[config.mk]
export PLATFORM = sky130hd
export DESIGN_NAME = rdq_ctrl
export DESIGN_NICKNAME = d
export VERILOG_FILES = /design/src/design/reversible_deque_macros.svh /design/src/design/rdq_pkg.sv /design/src/design/rdq_ctrl.sv
export SDC_FILE = /design/constraint.sdc
export NUM_CORES = 1
export LEC_CHECK = 0
export BUFFER_PORTS_ARGS = -buffer_cell sky130_fd_sc_hd__buf_2
export CAP_MARGIN = 20
export CORE_AREA = 2 2 80 82
export CTS_CLUSTER_SIZE = 30
export DETAILED_ROUTE_END_ITERATION = 16
export DIE_AREA = 0 0 82 84
export GPL_TIMING_DRIVEN = 0
export PLACE_DENSITY_LB_ADDON = 0.08
export SLEW_MARGIN = 20
export SYNTH_ARGS = -nofsm -noshare
export SYNTH_HDL_FRONTEND = slang
export SYNTH_SLANG_ARGS = --single-unit
[constraint.sdc]
create_clock -name clk -period 4 [get_ports clk]
set_input_delay 0.4 -clock clk [delete_from_list [all_inputs] [get_ports clk]]
set_output_delay 0.4 -clock clk [all_outputs]
set_load 0.03 [all_outputs]
[src/design/reversible_deque_macros.svh]
// Assertion macros used by the reversible deque top-level design file.
`ifndef REVERSIBLE_DEQUE_MACROS_SVH
`define REVERSIBLE_DEQUE_MACROS_SVH

// Same-cycle implication, checked outside reset.
`define RDQ_ASSERT_IMPL(label, clk, rst, ante, cons) \
  label: assert property (@(posedge clk) disable iff (rst) (ante) |-> (cons)) \
    else $error("reversible_deque: same-cycle check failed");

// Next-cycle implication, checked outside reset.
`define RDQ_ASSERT_NEXT(label, clk, rst, ante, cons) \
  label: assert property (@(posedge clk) disable iff (rst) (ante) |=> (cons)) \
    else $error("reversible_deque: next-cycle check failed");

`endif

[src/design/rdq_pkg.sv]
// Types and constants shared by the reversible deque modules.
package rdq_pkg;

  localparam int DEFAULT_DEPTH = 1024;
  localparam int CHAR_W        = 8;
  localparam int MODE_W        = 2;
  localparam int STATUS_W      = 2;
  localparam int IN_TDATA_W    = 16;

  typedef enum logic [MODE_W-1:0] {
    MODE_PUSH    = 2'd0,
    MODE_REVERSE = 2'd1,
    MODE_POP     = 2'd2
  } rdq_mode_t;

  typedef enum logic [STATUS_W-1:0] {
    STAT_OK    = 2'd0,
    STAT_FULL  = 2'd1,
    STAT_EMPTY = 2'd2
  } rdq_status_t;

  typedef struct packed {
    logic we;
    logic re;
  } rdq_mem_cmd_t;

  typedef struct packed {
    rdq_status_t status;
    logic        pop_hit;
  } rdq_res_t;

endpackage

[src/design/rdq_ctrl.sv]
// Pointer, occupancy and reverse-flag control with storage address generation.
module rdq_ctrl
  import rdq_pkg::*;
#(
  parameter int DEPTH = DEFAULT_DEPTH,
  parameter int AW    = $clog2(DEPTH),
  parameter int CW    = $clog2(DEPTH + 1)
) (
  input  logic              clk,
  input  logic              rst,
  input  logic              en,
  input  logic [MODE_W-1:0] mode,
  input  logic              side,
  input  logic [CHAR_W-1:0] char_in,
  output rdq_mem_cmd_t      mem_cmd,
  output logic [AW-1:0]     mem_addr,
  output logic [CHAR_W-1:0] mem_wdata,
  output rdq_res_t          res,
  output logic [CW-1:0]     occupancy_next
);

  localparam int            SW       = CW + 1;
  localparam logic [CW-1:0] DEPTH_C  = CW'(DEPTH);
  localparam logic [SW-1:0] DEPTH_S  = SW'(DEPTH);
  localparam logic [AW-1:0] LAST_IDX = AW'(DEPTH - 1);

  logic [AW-1:0] head;
  logic [AW-1:0] head_next;
  logic [CW-1:0] occupancy;
  logic          reversed;
  logic          reversed_next;

  logic [SW-1:0] tail_sum;
  logic [SW-1:0] last_sum;
  logic [AW-1:0] tail_idx;
  logic [AW-1:0] last_idx;
  logic [AW-1:0] head_dec;
  logic [AW-1:0] head_inc;
  logic          full;
  logic          empty;
  logic          phys_front;

  assign full       = (occupancy == DEPTH_C);
  assign empty      = (occupancy == '0);
  assign phys_front = (side == 1'b0) ^ reversed;

  // Both sums stay below twice the depth, so one conditional subtract wraps them.
  assign tail_sum = SW'(head) + SW'(occupancy);
  assign last_sum = tail_sum - SW'(1);
  assign tail_idx = (tail_sum >= DEPTH_S) ? AW'(tail_sum - DEPTH_S) : AW'(tail_sum);
  assign last_idx = (last_sum >= DEPTH_S) ? AW'(last_sum - DEPTH_S) : AW'(last_sum);
  assign head_dec = (head == '0) ? LAST_IDX : head - AW'(1);
  assign head_inc = (head == LAST_IDX) ? '0 : head + AW'(1);

  assign mem_wdata = char_in;

  always_comb begin
    head_next      = head;
    occupancy_next = occupancy;
    reversed_next  = reversed;
    mem_cmd        = '{we: 1'b0, re: 1'b0};
    mem_addr       = head;
    res            = '{status: STAT_OK, pop_hit: 1'b0};
    unique case (mode)
      MODE_PUSH: begin
        if (full) begin
          res.status = STAT_FULL;
        end else begin
          mem_cmd.we     = 1'b1;
          occupancy_next = occupancy + CW'(1);
          if (phys_front) begin
            head_next = head_dec;
            mem_addr  = head_dec;
          end else begin
            mem_addr = tail_idx;
          end
        end
      end
      MODE_REVERSE: begin
        reversed_next = ~reversed;
      end
      MODE_POP: begin
        if (empty) begin
          res.status = STAT_EMPTY;
        end else begin
          mem_cmd.re     = 1'b1;
          res.pop_hit    = 1'b1;
          occupancy_next = occupancy - CW'(1);
          if (reversed) begin
            mem_addr = last_idx;
          end else begin
            head_next = head_inc;
          end
        end
      end
      default: begin
        // The unused code leaves everything as it is.
      end
    endcase
    if (!en) begin
      mem_cmd = '{we: 1'b0, re: 1'b0};
    end
  end

  always_ff @(posedge clk) begin
    if (rst) begin
      head      <= '0;
      occupancy <= '0;
      reversed  <= 1'b0;
    end else if (en) begin
      head      <= head_next;
      occupancy <= occupancy_next;
      reversed  <= reversed_next;
    end
  end

endmodule

Word-level counts from Yosys, hierarchy flattened --
Index checks and enable logic that the tools add are counted. Widths: inputs -> output; s select.
Word-level totals: flip-flop bits (word level) 22, bits in latches 0, RAM bits 0, bits in read-only memories 0, input port bits 14, output and inout port bits 34, logic and storage cells 55, memories kept 0
Operators by class: $add $sub $neg 8, multiply operators 0, div/mod/pow operators 0, $lt $le $gt $ge 2, eq/ne operators 8, shift operators 0, muxes and demuxes 25, bitwise gates (word level) 3, reduce and logical (&&, ||, !) cells 6
Operators by type and width (number):
- $mux 10 | 12
- $pmux 10 s2 | 2
- $sub 10x1->10 const B | 3
- $ge 12x11->1 const B | 2
- $mux 11 | 2
- $pmux 11 s2 | 1
- $add 10x11->12 | 1
- $sub 12x1->12 const B | 1
- $add 11x1->11 const B | 1
- $eq 11x11->1 const B | 1
- $logic_not 11->1 | 1
- $sub 11x1->11 const B | 1
- $add 10x1->10 const B | 1
- $eq 10x10->1 const B | 1
- $logic_not 10->1 | 1
- $ne 2x2->1 const B | 4
- $reduce_and 6->1 | 1
- $mux 1 | 5
- $mux 2 | 2
- $pmux 2 s2 | 1
- $eq 2x1->1 const B | 1
- $eq 2x2->1 const B | 1
- $logic_not 2->1 | 1
- $not 1->1 | 2
- 3 further kinds | 3

Longest topological paths before layout --
Gate-level depths: netlist of the first run.
word-level depth 7, mapped depth 11, mapped depth without buffers 9

Worst setup path after synthesis of the first run --
No wires, ideal clock.
path type reg2out, start register head[4], end output mem_addr[6], data arrival time 2.840 ns, data required time 3.600 ns, slack 0.760 ns, cell stages (with the launch flop) 10, buffers on the path 1, cells stage by stage dfxtp_1 ha_1 clkbuf_1 a21o_1 a31o_2 or3_1 a211oi_2 nand3_1 xor2_1 o21ai_0
On the way: longest elaborated chain between the ends 7, elaborated cells on any way between the ends 16, those cells by class add/sub (5); order compare (2); mux (8); reduce/logical (1)
Ends and longest elaborated chain:
- start: declaration | RTL line rdq_ctrl.sv:27 | logic [AW-1:0] head;
- start signal: assignment | RTL line rdq_ctrl.sv:111 | head <= head_next;
- $add 10x11->12 | RTL line rdq_ctrl.sv:48 | assign tail_sum = SW'(head) + SW'(occupancy);
- $sub 12x1->12 | RTL line rdq_ctrl.sv:49 | assign last_sum = tail_sum - SW'(1);
- $sub 10x1->10 / $ge 12x11->1 (equally long branches) | RTL line rdq_ctrl.sv:51 | assign last_idx = (last_sum >= DEPTH_S) ? AW'(last_sum - DEPTH_S) : AW'(last_sum);
- $mux 10 | RTL line rdq_ctrl.sv:51
- $mux 10 | RTL line rdq_ctrl.sv:89 | if (reversed) begin
- $mux 10 | RTL line rdq_ctrl.sv:83 | if (empty) begin
- $pmux 10 s2 (*) | RTL line rdq_ctrl.sv:64 | unique case (mode)
- end: declaration | RTL line rdq_ctrl.sv:16 | output logic [AW-1:0] mem_addr,
Mark *: on every way between the ends. The rest lies on a longest branch, timed or not.

Final worst setup path of the first run --
start register head[0], end output mem_addr[9]
The elaborated chain is that of the path after synthesis.

==> impl_metrics.env, run 1 <==
export IMPL_grt_max_degree=13
export IMPL_core_um2=6100
export IMPL_drtIter0Drc=177
export IMPL_hold_viol_final=0
export IMPL_min_path_cells=2
export IMPL_synth_top_family_by_area="compound AO/OA/AOI/OAI gates"
export IMPL_final_cell_mix="buf_2, nor2_1, nand2_1, a21oi_1, xor2_1"
export IMPL_fin_nets=469
export IMPL_leakage_nw=1.47
export IMPL_yosysUniqueCellTypes=63
export IMPL_synth_edff_count=0
export IMPL_hold_slack_ps=356
export IMPL_drt_wirelength_per_cell_um=16.4
export IMPL_clk_latency_ps=270
export IMPL_yosys_area_share_simple=0.267
export IMPL_mostFrequentLayoutCell="buf_2"
export IMPL_wl_um=8480
export IMPL_pin_count=48
export IMPL_worstHoldEndpoint="head[7]"
export IMPL_max_slew_worst_pin_slew_ps=758
export IMPL_dieHeight_um=84
export IMPL_drc_errors=0
export IMPL_routabilityCongestion=0.906
export IMPL_syn_area_per_cell_um2=7.17
export IMPL_syn_inst=396
export IMPL_synth_adder_area_share=0.0688
export IMPL_crit_required_ps=3600
export IMPL_muxShareOfSynthArea=0.0106
export IMPL_cts_resized=0
export IMPL_antenna_found_initial=0
export IMPL_cts_made_buffers=3
export IMPL_area_delta_synth_final_pct=12.2
export IMPL_hp_start="rst"
export IMPL_ys_warn_count=0
export IMPL_grt_usage=0.261
export IMPL_grt_pass1_wl_um=14200
export IMPL_fp_dieW_um=82
export IMPL_status="finished, final reports clean"
export IMPL_r2r_setup_slack_ps=1250
export IMPL_cp_start_kind="flop"
export IMPL_grt_pass1_vias=2799
export IMPL_synth_seq_area_share=0.155
export IMPL_portBuffers=39
export IMPL_r2r_end="occupancy[8]"
export IMPL_crit_type="reg2out"
export IMPL_end_kind="primary output"
export IMPL_swShare=0.492
export IMPL_via_count=3082
export IMPL_seqPwrFrac=0.223
export IMPL_fillers=632
export IMPL_ir_drop_mv=0.165
export IMPL_firstDrtPassIters=5
export IMPL_dieArea_um2=6890
export IMPL_power_switching_mw=0.592
export IMPL_slew_viol_final=0
export IMPL_finalCritPeriodShare=0.943
export IMPL_clock_skew_ps=4.89
export IMPL_synth_area_leaders="dfxtp_1, xor2_1, ha_1"
export IMPL_fmax_mhz=265
export IMPL_synth_xor_area_share=0.130
export IMPL_cts_tree="done"
export IMPL_power_internal_mw=0.612
export IMPL_ant_nets=0
export IMPL_postCtsSetupRepairBufs=0
export IMPL_start_util=0.466
export IMPL_setup_viol=0
export IMPL_holdCritPathClass="in2reg"
export IMPL_synth_compound_area_share=0.277
export IMPL_place_inst=512
export IMPL_synth_main_ff_cell="dfxtp_1"
export IMPL_critPathArrivalTime_ps=3370
export IMPL_viasPerCell=5.97
export IMPL_ys_ff_latch=22
export IMPL_rsz0062_at_grt="false"
export IMPL_tns_ps=0
export IMPL_path_clk_slew_ps=80
export IMPL_powerDensity_nw_per_um2=378
export IMPL_final_cells=516
export IMPL_r2r_cells=8
export IMPL_drive_gt1_frac=0.173
export IMPL_fin_util=0.523
export IMPL_combinationalPowerShare=0.637
export IMPL_synth_top_cell_area_share=0.155
export IMPL_numClockSinks=22
export IMPL_cap_viol_max_count=0
export IMPL_synth_nets=425
export IMPL_hold_buffers=0
export IMPL_period_needed_ps=3770
export IMPL_htreeDepth=1
export IMPL_synth_top_cell_by_area="dfxtp_1"
export IMPL_synthArstFlopShare=0
export IMPL_diodes=0
export IMPL_pwr_share_clk=0.140
export IMPL_dp_hpwl_um=6700
export IMPL_path_max_fanout=10
export IMPL_rr_startpoint="occupancy[0]"
export IMPL_clock_path_buffers=2
export IMPL_grt_overflow=0
export IMPL_syn_cell_area_um2=2840
export IMPL_maxSlewHeadroom=0.489
export IMPL_rows=29
export IMPL_clock_root_buffer="clkbuf_8"
[state kept, by name, summed over array words and instances (netlist names)]
register   cells
reversed       1
head          10
occupancy     11
[power groups by stage]
stage / Combinational [mW] / Clock, mW / Sequential (mW)
2_1_floorplan: 0.601 / 0 / 0.261
3_3_place_gp: 0.755 / 0 / 0.273
3_5_place_dp: 0.756 / 0 / 0.273
4_1_cts: 0.759 / 0.176 / 0.268
5_1_grt: 0.842 / 0.182 / 0.272
6_report: 0.767 / 0.169 / 0.268
[synth_stat cells (all sizes together), types with 4 or more instances]
cell type   n
xnor2      19
and3        5
a31oi       4
a21oi      30
dfxtp      22
a311oi      5
clkbuf     14
o221ai      4
ha         14
nor3       13
nand4       9
inv        12
a211oi     10
o21ai      22
nand2b      4
or3         9
o31ai       4
a21o        7
nand3      14
buf        22
xor2       23
nand2      35
nor2       44
or4         5
[cells by family (layout without fill, tap and decap cells)]
group                      after synthesis  in the layout
buffers and inverters                   49             92
muxes                                    3              3
AOI/OAI and AO/OA                      113            113
adders and majority gates               15             15
and+or+nand+nor                        152            152
xor gates and xnor gates                42             42
DFF                                     22             22
[worst max-delay path by stage]
stage / start / end / slack (ps) / depth (start not counted)
6_report: head[0] / mem_addr[9] / 230 / 10
2_1_floorplan: head[4] / mem_addr[6] / 760 / 9
5_1_grt: head[0] / mem_addr[9] / 70 / 10
3_3_place_gp: head[0] / mem_addr[9] / 550 / 10
4_1_cts: head[0] / mem_addr[9] / 240 / 10
3_5_place_dp: head[0] / mem_addr[9] / 560 / 10
[metrics by stage]
stage	cell area [µm²]	setup WS [ps]	total power [mW]
detailed placement	3130	555	1.03
floorplan	2840	760	0.862
CTS	3190	235	1.20
finish	3190	227	1.20
global placement	3130	553	1.03
global route	3190	71.8	1.30
[cell type report]
| cell class | instances | area (µm²) | share of cell area |
|---|---|---|---|
| Clock buffer | 4 | 55.1 | 0.0173 |
| Buffer | 37 | 215 | 0.0676 |
| Tap cell | 77 | 96.3 | 0.0302 |
| Multi-Input combinational cell | 325 | 2140 | 0.671 |
| Timing Repair Buffer | 39 | 195 | 0.0613 |
| Inverter | 12 | 45.0 | 0.0141 |
| Sequential cell | 22 | 440 | 0.138 |
[critical path, stage by stage (launching register included)]
cell and delay, ps:
dfxtp_1 420, ha_1 280, fa_1 460, a21o_1 210, a21o_1 200, a311oi_1 340, xor2_1 380, nand4_1 160
xor2_1 160, a221o_1 310, buf_2 180
[routing by layer]
metal / part of all wire / vias to the layer above / GRT usage
li1: - / 1536 / -
met1: 0.48 / 1415 / 0.382
met2: 0.45 / 124 / 0.407
met3: 0.060 / 7 / 0.0260
met4: 0.0098 / 0 / 0.0606
met5: 0 / - / 0
(Power assumes the default switching activity.)
==> inputs of run 2 (changes only) <==
--- a/config.mk
+++ b/config.mk
@@ -6,11 +6,13 @@
 export NUM_CORES = 1
 export LEC_CHECK = 0
 export BUFFER_PORTS_ARGS = -buffer_cell sky130_fd_sc_hd__buf_2
-export CAP_MARGIN = 20
-export CORE_AREA = 2 2 80 82
+export CAP_MARGIN = 0
+export CELL_PAD_IN_SITES_DETAIL_PLACEMENT = 1
+export CELL_PAD_IN_SITES_GLOBAL_PLACEMENT = 2
+export CORE_AREA = 2 2 98 100
 export CTS_CLUSTER_SIZE = 30
 export DETAILED_ROUTE_END_ITERATION = 16
-export DIE_AREA = 0 0 82 84
+export DIE_AREA = 0 0 100 102
 export GPL_TIMING_DRIVEN = 0
 export PLACE_DENSITY_LB_ADDON = 0.08
 export SLEW_MARGIN = 20
==> impl_metrics.env, run 2 (same netlist as run 1, synthesis figures left out) <==
export IMPL_status="finished, final reports clean"
export IMPL_clk_latency_ps=280
export IMPL_fin_nets=470
export IMPL_grt_usage=0.209
export IMPL_critPathArrivalTime_ps=3410
export IMPL_end_kind="primary output"
export IMPL_largest_reg_flops=11
export IMPL_via_count=3110
export IMPL_largest_register="occupancy"
export IMPL_tns_ps=0
export IMPL_cp_start_kind="flop"
export IMPL_routabilityCongestion=0.832
export IMPL_wl_um=10500
export IMPL_grt_pass1_vias=3049
export IMPL_rows=35
export IMPL_ant_nets=0
export IMPL_slowest_delay_ps=450
export IMPL_final_cells=551
export IMPL_fin_util=0.357
export IMPL_path_clk_slew_ps=100
export IMPL_htreeDepth=1
export IMPL_path_max_fanout=10
export IMPL_startpoint="head[0]"
export IMPL_rr_startpoint="occupancy[0]"
export IMPL_drive_gt1_frac=0.175
export IMPL_hold_slack_ps=364
export IMPL_powerDensity_nw_per_um2=395
export IMPL_maxSlewHeadroom=0.419
export IMPL_dp_hpwl_um=8300
export IMPL_crit_type="reg2out"
export IMPL_area_delta_synth_final_pct=14.5
export IMPL_clock_skew_ps=13.5
export IMPL_max_slew_worst_pin_slew_ps=862
export IMPL_portBuffers=39
export IMPL_diodes=0
export IMPL_period_needed_ps=3810
export IMPL_leakage_nw=1.48
export IMPL_rsz0062_at_grt="false"
export IMPL_crit_buf_inv=1
export IMPL_cts_made_buffers=3
export IMPL_p_total_mw=1.28
export IMPL_pin_count=48
export IMPL_core_um2=9110
export IMPL_drtIter0Drc=111
export IMPL_fmax_mhz=262
export IMPL_mostFrequentLayoutCell="buf_2"
export IMPL_fin_area_um2=3250
export IMPL_place_inst=546
export IMPL_clock_root_buffer="clkbuf_8"
export IMPL_preCtsSetupSlack_ps=498
export IMPL_grt_pass1_wl_um=16700
export IMPL_fin_ws_ps=187
export IMPL_drc_errors=0
export IMPL_cp_top_family="compound AO/OA/AOI/OAI gates"
export IMPL_ir_drop_mv=0.127
export IMPL_drt_wirelength_per_cell_um=19.0
export IMPL_grt_max_degree=14
export IMPL_antenna_found_initial=0
export IMPL_slowest_stage="fa_1"
export IMPL_placed_cell_area_um2=3170
export IMPL_slew_viol_final=0
export IMPL_grt_overflow=0
export IMPL_finalCritPeriodShare=0.953
export IMPL_fp_dieW_um=100
export IMPL_dieHeight_um=102
export IMPL_clock_path_buffers=2
export IMPL_crit_required_ps=3600
export IMPL_cts_resized=0
export IMPL_numClockSinks=22
export IMPL_holdCritPathClass="in2reg"
export IMPL_start_util=0.312
export IMPL_setup_viol=0
export IMPL_top_regs="occupancy x11, head x10, reversed x1"
export IMPL_crit_chain="ha_1, fa_1, a21o_1, a21o_1, a311oi_1, xor2_1, nand4_1, xor2_1, a221o_1, buf_2"
export IMPL_dieArea_um2=10200
export IMPL_cts_tree="done"
export IMPL_viasPerCell=5.64
export IMPL_final_cell_mix="buf_2, nor2_1, nand2_1, a21oi_1, xor2_1"
export IMPL_cap_viol_max_count=0
export IMPL_firstDrtPassIters=4
export IMPL_hold_viol_final=0
export IMPL_hp_start="rst"
## run 2: worst paths after layout
kind | slack (ps) | end | cells past startpoint
max | 190 | mem_addr[9] | 10
min reg2reg | 660 | occupancy[5] | 2
min | 360 | head[7] | 2
max reg2reg | 1030 | occupancy[8] | 8
## run 2: area by class of cell
type,count,area (µm²)
Buffer,37,215
Clock buffer,3,41.3
Clock inverter,1,30.0
Fill cell,1168,5860
Inverter,12,45.0
Multi-Input combinational cell,325,2140
Sequential cell,22,440
Tap cell,111,139
Timing Repair Buffer,40,203
## run 2: power by group
group	switching, mW	internal [mW]	leakage [nW]	total [mW]
Sequential	0.0320	0.238	0.179	0.270
Combinational	0.502	0.288	1.27	0.790
Clock	0.0900	0.134	0.0357	0.224
## run 2: per-layer routing
| layer | GRT usage | vias to the layer above | wire, µm |
|---|---|---|---|
| met4 | 0.0421 | 0 | 100 |
| li1 | - | 1525 | - |
| met3 | 0.0150 | 10 | 369 |
| met1 | 0.306 | 1497 | 5300 |
| met2 | 0.338 | 78 | 4730 |
| met5 | 0 | - | 0 |
## run 2: timing repair
item / 4_1_cts / 5_1_grt
setup buffers: 0 / 1
endpoints found under the setup margin: 0 / 1
hold buffers: 0 / 0
## run 2: worst reg2reg max path: stages, from the launching register on
cell      delay [ps]
dfxtp_1          400
inv_1            260
ha_1             260
nand2b_1         230
o41ai_2          860
buf_2            390
nor2_1            80
o21ai_0          220
a311oi_1         120
